--- src/design/sep_pkg.sv ---
`timescale 1ns / 1ps
`default_nettype none
// ---------------------------------------------------------------------------
// sep_pkg: shared types and constants
// Opcodes, result kinds and payload words of the call event profiler.
// ---------------------------------------------------------------------------
package sep_pkg;

  localparam int FilterDepthDefault  = 64;
  localparam int SummaryDepthDefault = 128;

  typedef enum logic [1:0] {
    OP_ENTRY  = 2'd0,
    OP_EXIT   = 2'd1,
    OP_FILTER = 2'd2,
    OP_READ   = 2'd3
  } op_t;

  localparam logic [1:0] KIND_RECORD  = 2'd0;
  localparam logic [1:0] KIND_SUMMARY = 2'd1;
  localparam logic [1:0] KIND_FILTER  = 2'd2;

  localparam logic [1:0] REG_SUMMARY_MODE = 2'd0;
  localparam logic [1:0] REG_TRACE_FD     = 2'd1;
  localparam logic [1:0] REG_WRITE_CALL   = 2'd2;

  typedef struct packed {
    logic [1:0]         operation;
    logic [8:0]         call_number;
    logic [15:0]        first_arg;
    logic signed [47:0] result_value;
    logic [55:0]        event_time_ns;
    logic [55:0]        reported_duration_ns;
    logic [6:0]         summary_index;
  } in_word_t;

  typedef struct packed {
    logic [1:0]         kind;
    logic [8:0]         out_number;
    logic signed [47:0] out_result;
    logic [55:0]        out_duration_ns;
    logic               entry_valid;
    logic [31:0]        total_calls;
    logic [31:0]        total_errors;
    logic [55:0]        total_bytes;
    logic [55:0]        total_duration_ns;
    logic               add_status;
  } out_word_t;

  // front to back command
  typedef struct packed {
    logic [1:0]         op;
    logic [8:0]         number;
    logic signed [47:0] result;
    logic [55:0]        duration;
    logic [6:0]         index;
    logic               dropped;
  } cmd_t;

  typedef enum logic [2:0] {
    ST_IDLE,
    ST_SEARCH,
    ST_WRITE,
    ST_EMIT
  } back_state_t;

endpackage
`default_nettype wire

--- src/design/sep_queue.sv ---
`timescale 1ns / 1ps
`default_nettype none
// ---------------------------------------------------------------------------
// sep_queue: two-entry command queue
// Decouples the front end from the table engine.
// ---------------------------------------------------------------------------
module sep_queue
  import sep_pkg::*;
(
  input  wire logic clk,
  input  wire logic rst,
  input  wire logic push,
  input  wire cmd_t push_cmd,
  input  wire logic pop,
  output logic      not_empty,
  output logic      has_room,
  output cmd_t      head
);
  cmd_t       slots [2];
  logic       rd_ptr;
  logic       wr_ptr;
  logic [1:0] count;

  assign not_empty = count != 2'd0;
  assign has_room  = count != 2'd2;
  assign head      = slots[rd_ptr];

  always_ff @(posedge clk) begin
    if (rst) begin
      rd_ptr <= 1'b0;
      wr_ptr <= 1'b0;
      count  <= 2'd0;
    end else begin
      if (push) begin
        wr_ptr <= ~wr_ptr;
      end
      if (pop) begin
        rd_ptr <= ~rd_ptr;
      end
      count <= count + 2'(push) - 2'(pop);
    end
  end

  always_ff @(posedge clk) begin
    if (push) begin
      slots[wr_ptr] <= push_cmd;
    end
  end
endmodule
`default_nettype wire

--- config.mk ---
export PLATFORM = sky130hd
export DESIGN_NAME = sep_queue
export DESIGN_NICKNAME = d
export VERILOG_FILES = /design/src/design/sep_pkg.sv /design/src/design/sep_queue.sv
export SDC_FILE = /design/constraint.sdc
export NUM_CORES = 1
export LEC_CHECK = 0
export ABC_AREA = 1
export BUFFER_PORTS_ARGS = -buffer_cell sky130_fd_sc_hd__buf_2
export CELL_PAD_IN_SITES_DETAIL_PLACEMENT = 0
export CELL_PAD_IN_SITES_GLOBAL_PLACEMENT = 1
export CORE_ASPECT_RATIO = 1.5
export CORE_MARGIN = 1.5
export CORE_UTILIZATION = 39
export DETAILED_ROUTE_END_ITERATION = 10
export MAX_ROUTING_LAYER = met4
export PLACE_DENSITY_LB_ADDON = 0.05
export SYNTH_ARGS = -nofsm -noshare
export SYNTH_HDL_FRONTEND = slang
export SYNTH_SLANG_ARGS = --single-unit
export TNS_END_PERCENT = 20
--- constraint.sdc ---
create_clock -name clk -period 11.6 [get_ports clk]
set_clock_uncertainty 0.05 [all_clocks]
set_input_delay 2.32 -clock clk [delete_from_list [all_inputs] [get_ports clk]]
set_output_delay 2.32 -clock clk [all_outputs]
set_load 0.005 [all_outputs]
==> results.md <==
- Final hold viol count: 0
- Ys Warns: 0
- Post-Synth Simple-Gate Area: less than 1%
- Required @ worst endpoint: a little over 9 ns
- Adder-Cell Fraction of Synth Area: 0.267%
- Ranking of synthesized cells by area: edfxtp_1, mux2_4, mux2_2
- Total number of vias: roughly 4700
- Most area-hungry cell type in the Yosys netlist: edfxtp_1
- Root buf cell: clkbuf_16
- CTS Sinks: ~250
- I/O Pins: about 250
- CP startpoint kind: flip-flop
- Total CTS buffers: 25
- TritonCTS clock tree: yes
- Synthesized cell area: roughly 0.0094 mm2
- Largest net degree at the start of global routing: 77
- Post-Synth XOR/XNOR Area: 0.0933%
- Post-DR vias/cell: 4.55
- Status: finished, final reports clean
- Wirelength per Cell: roughly 18 um
- Mapped Avg Cell Area: roughly 23 um2
- Final Max Slew Viols: 0
- Clock transition at path regs: 0.06 ns
- Initial antenna violation count: 10
- CP Class: flip-flop to primary output
- Die Span Y: 193 um
- Nets: just over 800
- #FFs+latches synth: roughly 250
- Reg power frac: between 50% and 60%
- Final worst hold slack: between 0.4 and 0.5 ns
- PwrDens: 174 mW/mm2
- Die width: ~130 um
- Period utilization: between 40% and 50%
- Slew @ Worst Pin: 1.02 ns
- Die area: approximately 0.025 mm2
- Internal: ~1600 uW
- Leakage: about 0.0046 uW
- Port-buffer cells: approximately 250
- TNS Setup: 0 ns
- First-pass GRT wire length: 26800 um
- Min Tclk post-route: between 4 and 5 ns
- Initial core utilization: about two fifths
- Clk_lat worst skew: ~0.52 ns
- Row Count: between 60 and 70
- Combinational fraction of design power: under 10%
- Post-synthesis sequential area ratio: approximately four fifths
- Clock Path Buffers: 3
- Crit Path Max Fanout: 43
- Hold_buf cts: 0
- H-Tree Level Count: 1
- CP arrival: approximately 2.6 ns
- Synth-to-layout area growth: 25.6%
- WL final: roughly 19000 um
- Netlist cell types: 15
- Cells after Synth: just over 400
- Maximum clock frequency: a little over 200 MHz
- DR pass1 iterations: 4
- Drt drc: 0
- Post-synthesis compound-gate area fraction: less than 1%
- Mux cell area share after synthesis: between 15 and 20%
- GPL Wtd Cong: roughly 0.72
- Iter 0 DRT Violations: 220
- Worst Setup End Kind: primary output
- Worst slew margin: about a third
- Postcts setup bufs: 0
- Sw Share: approximately a fifth
- Clock share of power: between 30% and 40%
- Vias in the first global route: a little over 5000
- Max Cap Viol: 0
- Peak VDD IR: 0.133 mV
- Post-synth net total: approximately 540
- HP Class: flip-flop to flip-flop
- Share of layout cells above drive strength 1: between 50% and 60%
- Core Area: between 0.02 and 0.025 mm2
- Top cell type's share of synthesized area: about four fifths
- Largest family of logic cells by synthesized area: multiplexers
- Setup-failing EPs final: 0
- GRT overflow: 0
- NetSw: 435 uW
- Post-DP HPWL: 12400 um
- RSZ-0062 raised after global routing: no
- PostCTS Resize Cnt: 0
- Antenna-violating nets left: 0
- All-Layer GR Usage: about 15%
## cells in the mapped netlist
library cell / instances
nor2_1: 6
nand3_1: 1
edfxtp_1: 246
mux2_4: 70
nor3_1: 1
buf_2: 5
inv_1: 8
dfxtp_1: 5
mux2_2: 53
buf_6: 8
ha_1: 2
nand2_1: 6
buf_8: 1
xnor2_1: 1
a21oi_1: 1
## critical path: stages (launching register included)
cell and delay, ns:
dfxtp_4 0.71, buf_4 0.75, mux2_2 0.42, buf_2 0.13
## state kept, by name (all words and copies together) (netlist names), named ones only
register / flops
count: 2
rd_ptr: 1
slots: 246
wr_ptr: 1
## metrics by stage
stage | utilization, % | worst slack, ns | total power (uW) | std cells | cell area, um2
3_5_place_dp | 46.4 | 7.01 | 1290 | 975 | 11000
3_3_place_gp | 46.4 | 7.08 | 1290 | 975 | 11000
4_1_cts | 49.8 | 6.55 | 2090 | 1020 | 11800
5_1_grt | 49.9 | 6.46 | 2140 | 1030 | 11800
6_report | 49.9 | 6.64 | 2060 | 1030 | 11800
2_1_floorplan | - | 3.43 | 1210 | 414 | 9390
## layout by cell type, fill, tap and decap left out
cell / n
nand3_1: 1
clkbuf_1: 3
inv_1: 7
clkinvlp_4: 1
nor2_4: 1
mux2_4: 70
inv_4: 1
inv_6: 1
clkinv_2: 3
nor3_1: 1
a21oi_1: 1
nor2_1: 5
xnor2_1: 1
clkinv_8: 1
buf_4: 5
dfxtp_1: 4
dfxtp_4: 1
clkbuf_16: 25
edfxtp_1: 246
diode_2: 10
bufinv_16: 3
buf_2: 251
ha_1: 2
clkinv_1: 8
nand2_1: 6
mux2_2: 53
## power groups by stage
stage / registers, uW / logic (uW) / clock network (uW)
4_1_cts: 1070 / 207 / 813
3_3_place_gp: 1090 / 203 / 0
3_5_place_dp: 1090 / 206 / 0
5_1_grt: 1070 / 220 / 846
2_1_floorplan: 1080 / 121 / 0
6_report: 1070 / 201 / 787
## final timing paths
check	startpoint	depth (start not counted)	end	slack (ns)
hold / removal	rd_ptr	2	flip-flop	0.47
setup / recovery	flip-flop	3	head[122]	6.64
hold reg to reg	rd_ptr	2	flip-flop	0.47
setup reg to reg	wr_ptr	3	slots[1][34]	9.18
## cells by family (layout without fill, tap and decap cells)
logic type / count (synthesis) / in the layout
buf+inv: 22 / 309
simple gates: 14 / 14
compound gates: 1 / 1
fa+ha+maj: 2 / 2
flops: 251 / 251
other cells: 0 / 10
xor+xnor: 1 / 1
mux: 123 / 123
## metal layers
layer  wire length [um]  vias up  track usage (%)
met4                368        0             5.64
met2              10200      164             26.4
met5                  0        -                -
met1               6650     2306             14.7
met3               1530       30             4.91
li1                   -     2187                -
## cell type report
type / count / area [um2]
fill: 2060 / 11900
multi-input combinational: 141 / 1750
clock buffer: 28 / 637
inverter: 8 / 32.5
tap: 319 / 399
timing repair buffer: 256 / 1290
antenna: 10 / 25.0
clock inverter: 17 / 168
sequential: 251 / 7490
Power figures use the tool's default switching activity.
