[src/design/sep_pkg.sv]
`timescale 1ns / 1ps
`default_nettype none
// ---------------------------------------------------------------------------
// sep_pkg: shared types and constants
// Opcodes, result kinds and payload words of the call event profiler.
// ---------------------------------------------------------------------------
package sep_pkg;

  localparam int FilterDepthDefault  = 64;
  localparam int SummaryDepthDefault = 128;

  typedef enum logic [1:0] {
    OP_ENTRY  = 2'd0,
    OP_EXIT   = 2'd1,
    OP_FILTER = 2'd2,
    OP_READ   = 2'd3
  } op_t;

  localparam logic [1:0] KIND_RECORD  = 2'd0;
  localparam logic [1:0] KIND_SUMMARY = 2'd1;
  localparam logic [1:0] KIND_FILTER  = 2'd2;

  localparam logic [1:0] REG_SUMMARY_MODE = 2'd0;
  localparam logic [1:0] REG_TRACE_FD     = 2'd1;
  localparam logic [1:0] REG_WRITE_CALL   = 2'd2;

  typedef struct packed {
    logic [1:0]         operation;
    logic [8:0]         call_number;
    logic [15:0]        first_arg;
    logic signed [47:0] result_value;
    logic [55:0]        event_time_ns;
    logic [55:0]        reported_duration_ns;
    logic [6:0]         summary_index;
  } in_word_t;

  typedef struct packed {
    logic [1:0]         kind;
    logic [8:0]         out_number;
    logic signed [47:0] out_result;
    logic [55:0]        out_duration_ns;
    logic               entry_valid;
    logic [31:0]        total_calls;
    logic [31:0]        total_errors;
    logic [55:0]        total_bytes;
    logic [55:0]        total_duration_ns;
    logic               add_status;
  } out_word_t;

  // front to back command
  typedef struct packed {
    logic [1:0]         op;
    logic [8:0]         number;
    logic signed [47:0] result;
    logic [55:0]        duration;
    logic [6:0]         index;
    logic               dropped;
  } cmd_t;

  typedef enum logic [2:0] {
    ST_IDLE,
    ST_SEARCH,
    ST_WRITE,
    ST_EMIT
  } back_state_t;

endpackage
`default_nettype wire

[src/design/sep_front.sv]
`timescale 1ns / 1ps
`default_nettype none
// ---------------------------------------------------------------------------
// sep_front: event pairing front end
// Pairs entries with exits, computes duration and descriptor drop.
// ---------------------------------------------------------------------------
module sep_front
  import sep_pkg::*;
(
  input  wire logic               clk,
  input  wire logic               rst,
  input  wire in_word_t           in_word,
  input  wire logic               in_fire,
  input  wire logic signed [16:0] trace_fd,
  input  wire logic [8:0]         write_call_number,
  output logic                    cmd_push,
  output cmd_t                    cmd
);
  logic        pending_valid;
  logic [8:0]  pending_number;
  logic [15:0] pending_first_arg;
  logic [55:0] pending_time;
  logic [8:0]  number;
  logic [15:0] arg;
  logic [55:0] duration;

  always_comb begin
    number = pending_valid ? pending_number : in_word.call_number;
    arg    = pending_valid ? pending_first_arg : in_word.first_arg;
    if (pending_valid && in_word.event_time_ns >= pending_time) begin
      duration = in_word.event_time_ns - pending_time;
    end else begin
      duration = in_word.reported_duration_ns;
    end
  end

  always_ff @(posedge clk) begin
    if (rst) begin
      pending_valid <= 1'b0;
    end else if (in_fire) begin
      if (in_word.operation == OP_ENTRY) begin
        pending_valid <= 1'b1;
      end else if (in_word.operation == OP_EXIT) begin
        pending_valid <= 1'b0;
      end
    end
  end

  always_ff @(posedge clk) begin
    if (in_fire && in_word.operation == OP_ENTRY) begin
      pending_number    <= in_word.call_number;
      pending_first_arg <= in_word.first_arg;
      pending_time      <= in_word.event_time_ns;
    end
  end

  always_comb begin
    cmd_push     = in_fire && (in_word.operation != OP_ENTRY);
    cmd.op       = in_word.operation;
    cmd.number   = (in_word.operation == OP_EXIT) ? number : in_word.call_number;
    cmd.result   = in_word.result_value;
    cmd.duration = duration;
    cmd.index    = in_word.summary_index;
    cmd.dropped  = !trace_fd[16] && number == write_call_number
                   && {1'b0, arg} == trace_fd;
  end
endmodule
`default_nettype wire

[config.mk]
export PLATFORM = sky130hd
export DESIGN_NAME = sep_front
export DESIGN_NICKNAME = d
export VERILOG_FILES = /design/src/design/sep_pkg.sv /design/src/design/sep_front.sv
export SDC_FILE = /design/constraint.sdc
export NUM_CORES = 1
export LEC_CHECK = 0
export BUFFER_PORTS_ARGS = -buffer_cell sky130_fd_sc_hd__buf_2
export CORE_ASPECT_RATIO = 0.7
export CORE_MARGIN = 2
export CORE_UTILIZATION = 35
export DETAILED_ROUTE_END_ITERATION = 16
export GPL_ROUTABILITY_DRIVEN = 0
export GPL_TIMING_DRIVEN = 0
export PLACE_DENSITY_LB_ADDON = 0.1
export RECOVER_POWER = 25
export SYNTH_ARGS = -nofsm -noshare
export SYNTH_HDL_FRONTEND = slang
export SYNTH_SLANG_ARGS = --single-unit
[constraint.sdc]
create_clock -name clk -period 9.85 [get_ports clk]
set_input_delay 0.4925 -clock clk [delete_from_list [all_inputs] [get_ports clk]]
set_output_delay 0.4925 -clock clk [all_outputs]
set_load 0.005 [all_outputs]
==> results of run 1 <==
[area by class of cell]
| cell class | instances | area, µm² |
|---|---|---|
| plain buffers | 96 | 588 |
| clock buffers | 9 | 225 |
| clock inverters | 7 | 58.8 |
| fillers | 2192 | 11800 |
| inverters | 63 | 236 |
| multi-input cells | 650 | 4360 |
| flip-flops and latches | 82 | 2450 |
| well taps | 282 | 353 |
| repair buffers | 293 | 1430 |
[kinds of logic (layout without fill, tap and decap cells)]
kind of cell / Yosys count / in the layout / share of synthesized area
simple gates: 230 / 230 / 0.140
flops: 82 / 82 / 0.322
compound gates: 254 / 254 / 0.204
fa+ha+maj: 57 / 57 / 0.0945
buf+inv: 159 / 468 / 0.108
xor+xnor: 75 / 75 / 0.0862
mux: 34 / 34 / 0.0459
[worst max-delay path, delay by kind of cell, from the launching register on]
| family | cells | cell delay (ps) |
|---|---|---|
| adders and majority gates | 2 | 630 |
| AOI/OAI and AO/OA | 6 | 1630 |
| DFF | 1 | 370 |
| buffers and inverters | 2 | 730 |
| and+or+nand+nor | 4 | 750 |
[how the worst min path moves through the flow]
stage | startpoint | end | slack [ps] | cells past startpoint
after floorplan | rst | pending_valid$_SDFFE_PP0P_ | 560 | 1
after global placement | rst | pending_valid$_SDFFE_PP0P_ | 670 | 2
after detailed placement | rst | pending_valid$_SDFFE_PP0P_ | 670 | 2
after CTS | rst | pending_valid$_SDFFE_PP0P_ | 290 | 2
after global routing | rst | pending_valid$_SDFFE_PP0P_ | 310 | 2
final | rst | pending_valid$_SDFFE_PP0P_ | 300 | 2
[power breakdown]
| group | switching, W | internal (W) |
|---|---|---|
| combinational | 0.000211 | 0.000164 |
| sequential | 0.00000451 | 0.000401 |
| clock | 0.000166 | 0.000176 |
[flip-flops by register name (all words and copies together), names as in the netlist]
register	flops
pending_time	56
pending_first_arg	16
pending_number	9
pending_valid	1
[stage by stage]
step	setup slack, ps	area, µm²
5_1_grt	4650	9690
3_3_place_gp	3140	9430
3_5_place_dp	5100	9480
2_1_floorplan	5280	7620
4_1_cts	4960	9770
6_report	4900	9690
[placed cells by master (no fill, tap or decap), drive strengths merged, types with 13 or more instances in the layout]
master | netlist | final
mux2i | 26 | 26
nand4 | 23 | 23
xor2 | 40 | 40
a21o | 36 | 36
clkbuf | 31 | 97
o21ai | 53 | 53
edfxtp | 81 | 81
ha | 56 | 56
a21oi | 109 | 109
nand2b | 13 | 13
xnor2 | 35 | 35
buf | 65 | 301
nor2 | 69 | 69
nand2 | 73 | 73
inv | 63 | 68
[per-layer routing]
layer / routed length, µm / global-route usage
met1: 12500 / 0.313
met2: 9760 / 0.295
met3: 1250 / 0.0331
met5: 0 / 0
met4: 166 / 0.0308
==> results.ini, run 1 <==
[outcome]
status=completed

[setup_path]
critPathSlowestCell=clkbuf_1
start_kind=register
crit_path_end_kind=output port
reg2reg_to=pending_valid$_SDFFE_PP0P_
critPathCapture=cmd[24]
critical_path_required_ps=9360
max_stage_delay_ps=560
reg2reg_from=pending_valid$_SDFFE_PP0P_
critPathMaxFanout=10
reg2reg_slack_ps=7920
worstSetupPathType=register to output port
crit_start=pending_time[0]$_DFFE_PP_
path_cells=ha_1 > fa_1 > nand2b_1 > a21oi_1 > nor2_1 > o21ai_2 > a21oi_2 > o41ai_4 > o2111ai_2 > nand2_1 > clkbuf_1 > nor2_1 > a21oi_1 > buf_2
r2r_cells=4
arrival_ps=4460

[pwr]
p_per_area_nw_per_um2=116
ir_worst_vdd_v=0.0000659
leakage_nw=4.45
p_total_w=0.00112

[drt]
finalWirelength_mm=23.7
vias=7171
firstDrtPassIters=5
vias_per_cell=4.84
ant_nets=0
drc=0
wire_per_inst_um=16.0
drt_iter0_drc=444

[die]
core_um2=21500
dieArea_um2=23000
core.rowCount=45
initial_utilization=0.355
die_width_um=180
io_pins=347
die-height_um=127

[worst_hold_path]
hold_path_class=primary input to register

[timing]
rsz0062_at_grt=false
slew_headroom=0.426
finClkSkew_ps=0
report.final.slew_viol_count=0
fin_tns_setup_ps=0
setup_violations=0
fin_crit_ps=4950
worst_pin_slew_ps=859
min_period_over_period=0.503
hold_ws_ps=301
hold_violations=0
max_freq_mhz=202

[yosys]
syn_nets=1171
ys_seq_area_frac=0.322
synthesis.area_um2=7620
yosys-top-cells-count=108 x a21oi_1, 81 x edfxtp_1, 73 x nand2_1, 69 x nor2_1, 63 x inv_1
synth-edff-count=81
yosysTopAreaCell=edfxtp_1
netlist_top_cells_area=edfxtp_1 32%, ha_1 9.2%, a21oi_1 7.1%
avgSynthCellArea_um2=8.56
synth_top_area_frac=0.319
netlist_instances=891
yosysMostFrequentCell=a21oi_1
yosysUniqueCellTypes=57
ys_ff_latch=82
ys.flop_type=edfxtp_1
async_flop_share=0
ys_warn_count=0

[clock_tree]
cts_buffer_depth=2
htree_levels=3
clkTransAtPathRegs_ps=70
cts_setup_buffers=0
clk-insertion-delay-late_ps=350
cts.sinks=82
cts_root_buf=clkbuf_16
cts_buffers=9
cts_resized=0
cts_hold_buf=0
cts_tree=built

[placed_design]
dp.cells=1466
portBuffers=291
hpwl_mm=19.1

[flow_run]
maxCapViolations=0

[global_routing]
antenna_found_initial=0
grt_pass1_vias=6738
grtUsageTotal=0.201
grt_overflow_total=0
grt_start_max_net_pins=34
grt_pass1_wl_mm=36.7

[final_layout]
areaGrowthSynthToFinish_pct=27.1
fin_nets=1475
antennaDiodeCount=0
drive_gt1_frac=0.278
instances_no_fill=1482
postLayoutCoreUtil=0.451

No activity file was read; power rests on OpenSTA's default activity.
==> run 2, diff against run 1 <==
==> constraint.sdc (replaced) <==
create_clock -name clk -period 4.1 [get_ports clk]
set_input_delay 0.205 -clock clk [delete_from_list [all_inputs] [get_ports clk]]
set_output_delay 0.205 -clock clk [all_outputs]
set_load 0.005 [all_outputs]
==> run 2 against run 1 <==
Register-to-register slack lost 5800 ps. Power up 140%. Sequential share of layout area shrank 0.26 points. Largest cell class unchanged. Largest power group unchanged. Highest routed layer unchanged.
==> results.ini, run 2 (synthesized netlist as in run 1, its figures left out) <==
[clock_tree]
clkTransAtPathRegs_ps=70
cts.sinks=82
htree_levels=3
cts_root_buf=clkbuf_16
cts_hold_buf=0
cts_buffers=9
cts_buffer_depth=2
clk-insertion-delay-late_ps=350
cts_tree=built

[timing]
report.final.slew_viol_count=0
rsz0062_at_grt=false
hold_violations=0
slew_headroom=0.462
hold_ws_ps=11.8
min_period_over_period=0.946
finClkSkew_ps=0
setup_violations=0
fin_crit_ps=3880
max_freq_mhz=258
worst_pin_slew_ps=807

[setup_path]
crit_path_end_kind=output port
critPathMaxFanout=6
start_kind=register
worstSetupPathType=register to output port
critical_path_required_ps=3890
arrival_ps=3670

[global_routing]
grtUsageTotal=0.198
grt_start_max_net_pins=34
grt_pass1_wl_mm=35.9
grt_pass1_vias=6714
antenna_found_initial=0
grt_overflow_total=0

[drt]
firstDrtPassIters=5
vias=7348
ant_nets=0
finalWirelength_mm=23.7
drc=0
drt_iter0_drc=455
vias_per_cell=4.95
wire_per_inst_um=16.0

[final_layout]
reg_top3=pending_time x56, pending_first_arg x16, pending_number x9
largest-register=pending_time
final_common_cell=buf_2
largest_register_ff_count=56
stdcell_area_um2=9800
areaGrowthSynthToFinish_pct=28.5
layout_common_cells=238 x buf_2, 106 x a21oi_1, 81 x clkbuf_1, 81 x edfxtp_1, 72 x nand2_1
antennaDiodeCount=0
drive_gt1_frac=0.289
fin_nets=1477

[pwr]
p_int_w=0.00184
switchingPower_w=0.000883
power.share.switching=0.324
p_per_area_nw_per_um2=278
p_clk_frac=0.305
ir_worst_vdd_v=0.000144
leakage_nw=4.49
seqPwrFrac=0.358
comb_power_share=0.336

[outcome]
status=completed

[placed_design]
portBuffers=291
hpwl_mm=19.3
placed_area_um2=9510

[flow_run]
maxCapViolations=0

[die]
core.rowCount=45
core_um2=21500
io_pins=347
die-height_um=127
die_width_um=180
initial_utilization=0.355
dieArea_um2=23000

[worst_hold_path]
hold_path_class=primary input to register

[run 2: cell type report]
class / instances / area [µm²]
fillers: 2234 / 11700
multi-input cells: 650 / 4390
flip-flops and latches: 82 / 2450
plain buffers: 95 / 601
repair buffers: 296 / 1470
clock buffers: 10 / 229
well taps: 282 / 353
clock inverters: 6 / 65.1
inverters: 63 / 236
[run 2: path summary, 6_finish.rpt]
| check | slack [ps] | end | cells after the start | from |
|---|---|---|---|---|
| worst max register to register | 2160 | pending_valid$_SDFFE_PP0P_ | 4 | pending_valid$_SDFFE_PP0P_ |
| worst min-delay path | 10 | pending_valid$_SDFFE_PP0P_ | 2 | rst |
| worst max-delay path | 220 | cmd[58] | 13 | pending_time[15]$_DFFE_PP_ |
| worst min register to register | 1470 | pending_valid$_SDFFE_PP0P_ | 4 | pending_valid$_SDFFE_PP0P_ |
[run 2: repair_timing]
| action | in CTS | in global routing |
|---|---|---|
| gates resized for setup | 13 | 9 |
| setup endpoints to repair | 56 | 42 |
| buffers inserted | 1 | 1 |
| pin swaps | 1 | 1 |
[run 2: critical path, cell delays in order, from the launching register on]
cell	delay (ps)
edfxtp_1	340
inv_1	50
ha_1	390
and3_4	260
nand3_2	100
nor3_1	490
a41oi_1	250
a21oi_2	340
a21o_1	190
a31oi_1	200
o21bai_1	270
xnor2_1	190
o21ai_0	110
buf_2	140
[run 2: per-stage QoR]
| stage | setup TNS, ps | total power, W | std cells | util | setup slack [ps] |
|---|---|---|---|---|---|
| detailed placement | 0 | 0.00190 | 1467 | 0.442 | 23.0 |
| global route | 0 | 0.00288 | 1484 | 0.455 | 2.41 |
| global placement | -9850 | 0.00190 | 1464 | 0.439 | -127 |
| floorplan | 0 | 0.00157 | 891 | - | 908 |
| CTS | 0 | 0.00275 | 1484 | 0.457 | 32.7 |
| finish | 0 | 0.00272 | 1484 | 0.455 | 220 |
[run 2: per-layer routing]
layer  share of wire  global-route usage
met2            0.41               0.293
met3           0.053              0.0305
met1            0.52               0.304
met4           0.013              0.0370
met5               0                   0
[run 2: power groups by stage]
stage	Combinational, W	Clock, W	Sequential (W)
after floorplan	0.000576	0	0.000993
after global routing	0.00101	0.000882	0.000979
final	0.000915	0.000831	0.000976
after global placement	0.000899	0	0.000996
after CTS	0.000915	0.000860	0.000976
after detailed placement	0.000905	0	0.000994
==> run 3, diff against run 2 <==
--- a/config.mk
+++ b/config.mk
@@ -6,7 +6,7 @@
 export NUM_CORES = 1
 export LEC_CHECK = 0
 export BUFFER_PORTS_ARGS = -buffer_cell sky130_fd_sc_hd__buf_2
-export CORE_ASPECT_RATIO = 0.7
+export CORE_ASPECT_RATIO = 0.6
 export CORE_MARGIN = 2
 export CORE_UTILIZATION = 35
 export DETAILED_ROUTE_END_ITERATION = 16
==> run 3 against run 2 <==
Non-clock buffer count up 5. Die area about the same. Combinational power up 2%. Critical path depth up 2. Register-to-register slack worse by 90 ps. Clock-buffer cell count down 1. Maximum frequency down 1.4%. Global-route usage up 1.3 points. Flip-flop and latch count unchanged. Via count up 0.14%.
==> results.ini, run 3 (synthesized netlist as in run 1, its figures left out) <==
[setup_path]
arrival_ps=3730
reg2reg_to=pending_valid$_SDFFE_PP0P_
crit_path_end_kind=output port
max_stage_delay_ps=400
reg2reg_from=pending_valid$_SDFFE_PP0P_
worstSetupPathType=register to output port
start_kind=register
r2r_cells=4
critPathMaxFanout=9
critPathSlowestCell=o41ai_4
path_cells=inv_1 > ha_1 > clkbuf_4 > and3_4 > nand3_2 > a211o_1 > o21ai_4 > a21oi_2 > o41ai_4 > o2111ai_2 > and2_4 > buf_6 > or3_1 > o211ai_2 > buf_2
reg2reg_slack_ps=2070
critical_path_required_ps=3890

[timing]
report.final.slew_viol_count=0
slew_headroom=0.458
worst_pin_slew_ps=813
hold_ws_ps=29.6
max_freq_mhz=254
fin_tns_setup_ps=0
finClkSkew_ps=0
setup_violations=0
min_period_over_period=0.960
fin_crit_ps=3940
hold_violations=0

[clock_tree]
cts_tree=built
cts_buffers=9
htree_levels=3
cts.sinks=82
cts_buffer_depth=2
cts_root_buf=clkbuf_16
clkTransAtPathRegs_ps=60
clk-insertion-delay-late_ps=350

[die]
dieArea_um2=23000
die_width_um=195
core.rowCount=41
io_pins=347
die-height_um=118
initial_utilization=0.360
core_um2=21200

[drt]
wire_per_inst_um=16.6
vias=7358
vias_per_cell=4.95
drc=0
ant_nets=0
drt_iter0_drc=510
finalWirelength_mm=24.7
firstDrtPassIters=5

[final_layout]
postLayoutCoreUtil=0.465
reg_top3=pending_time x56, pending_first_arg x16, pending_number x9
largest_register_ff_count=56
multiInputGateArea_um2=4420
areaGrowthSynthToFinish_pct=29.1
largest-register=pending_time
fin_nets=1482
final_common_cell=buf_2
antennaDiodeCount=0
drive_gt1_frac=0.291
layout_common_cells=231 x buf_2, 105 x a21oi_1, 88 x clkbuf_1
n_fill_cell=2219
regArea_um2=2450

[global_routing]
grt_overflow_total=0
grt_start_max_net_pins=25
grtUsageTotal=0.211
grt_pass1_wl_mm=38.1
grt_pass1_vias=6938
antenna_found_initial=0

[pwr]
ir_worst_vdd_v=0.000220
p_total_w=0.00273
p_per_area_nw_per_um2=277
leakage_nw=4.50

[worst_hold_path]
hold_path_class=primary input to register
hold_start=rst
hold_depth=2
holdPathEnd=pending_valid$_SDFFE_PP0P_

[placed_design]
hpwl_mm=20.2
portBuffers=291

[flow_run]
maxCapViolations=0

[outcome]
status=completed

## run 3: cell count changes in the layout (fill, tap and decap cells not counted), moves of 2 or more
cell | before | now
o21ai_2 | 0 | 2
ha_1 | 56 | 54
buf_4 | 61 | 66
clkinv_2 | 0 | 3
buf_2 | 238 | 231
clkinvlp_4 | 3 | 1
ha_2 | 0 | 2
clkbuf_1 | 81 | 88
clkbuf_2 | 5 | 3
## run 3: critical path: cells and delay by family (launching register included)
family,cells,cell delay (ps)
AO/OA/AOI/OAI,6,1420
AND/OR/NAND/NOR,4,870
buffers and inverters,4,490
flip-flops,1,320
adder cells (fa/ha/maj),1,260
## run 3: report_power, final
part           internal [W]  switching (W)
sequential         0.000965      0.0000104
clock              0.000464       0.000356
combinational      0.000409       0.000521
total               0.00184       0.000887
## run 3: final cells by class
| class | count | share of cell area |
|---|---|---|
| multi-input cells | 650 | 0.449 |
| well taps | 279 | 0.0355 |
| inverters | 63 | 0.0240 |
| clock buffers | 9 | 0.0229 |
| flip-flops and latches | 82 | 0.249 |
| plain buffers | 96 | 0.0618 |
| repair buffers | 300 | 0.152 |
| clock inverters | 7 | 0.00610 |
## run 3: stage by stage
stage	cells	cell area (µm²)	setup WS, ps
finish	1486	9850	165
global route	1486	9850	-23.1
CTS	1482	9830	29.2
detailed placement	1464	9510	-173
global placement	1461	9430	-208
floorplan	891	7630	908
## run 3: timing repair
item | in CTS | in global routing
pin swaps | 2 | 6
hold endpoints to repair | 0 | 0
gates resized for setup | 13 | 20
hold buffers | 0 | 0
buffers inserted | 2 | 4
setup endpoints to repair | 56 | 51
## run 3: worst max-delay path by stage
stage	slack, ps	startpoint	endpoint	depth (start not counted)
finish	160	pending_time[13]$_DFFE_PP_	cmd[61]	15
global route	-20	pending_time[13]$_DFFE_PP_	cmd[56]	15
CTS	30	pending_time[3]$_DFFE_PP_	cmd[61]	13
detailed placement	-170	pending_time[0]$_DFFE_PP_	cmd[16]	14
global placement	-210	in_word[193]	pending_time[37]$_DFFE_PP_	3
floorplan	910	pending_time[0]$_DFFE_PP_	cmd[61]	13
## run 3: layer usage
| layer | GRT usage | vias to the layer above | wire length, µm |
|---|---|---|---|
| met3 | 0.0497 | 17 | 1690 |
| met2 | 0.286 | 256 | 9500 |
| met4 | 0.0356 | 0 | 225 |
| met5 | 0 | - | 0 |
| li1 | - | 3740 | - |
| met1 | 0.334 | 3345 | 13300 |
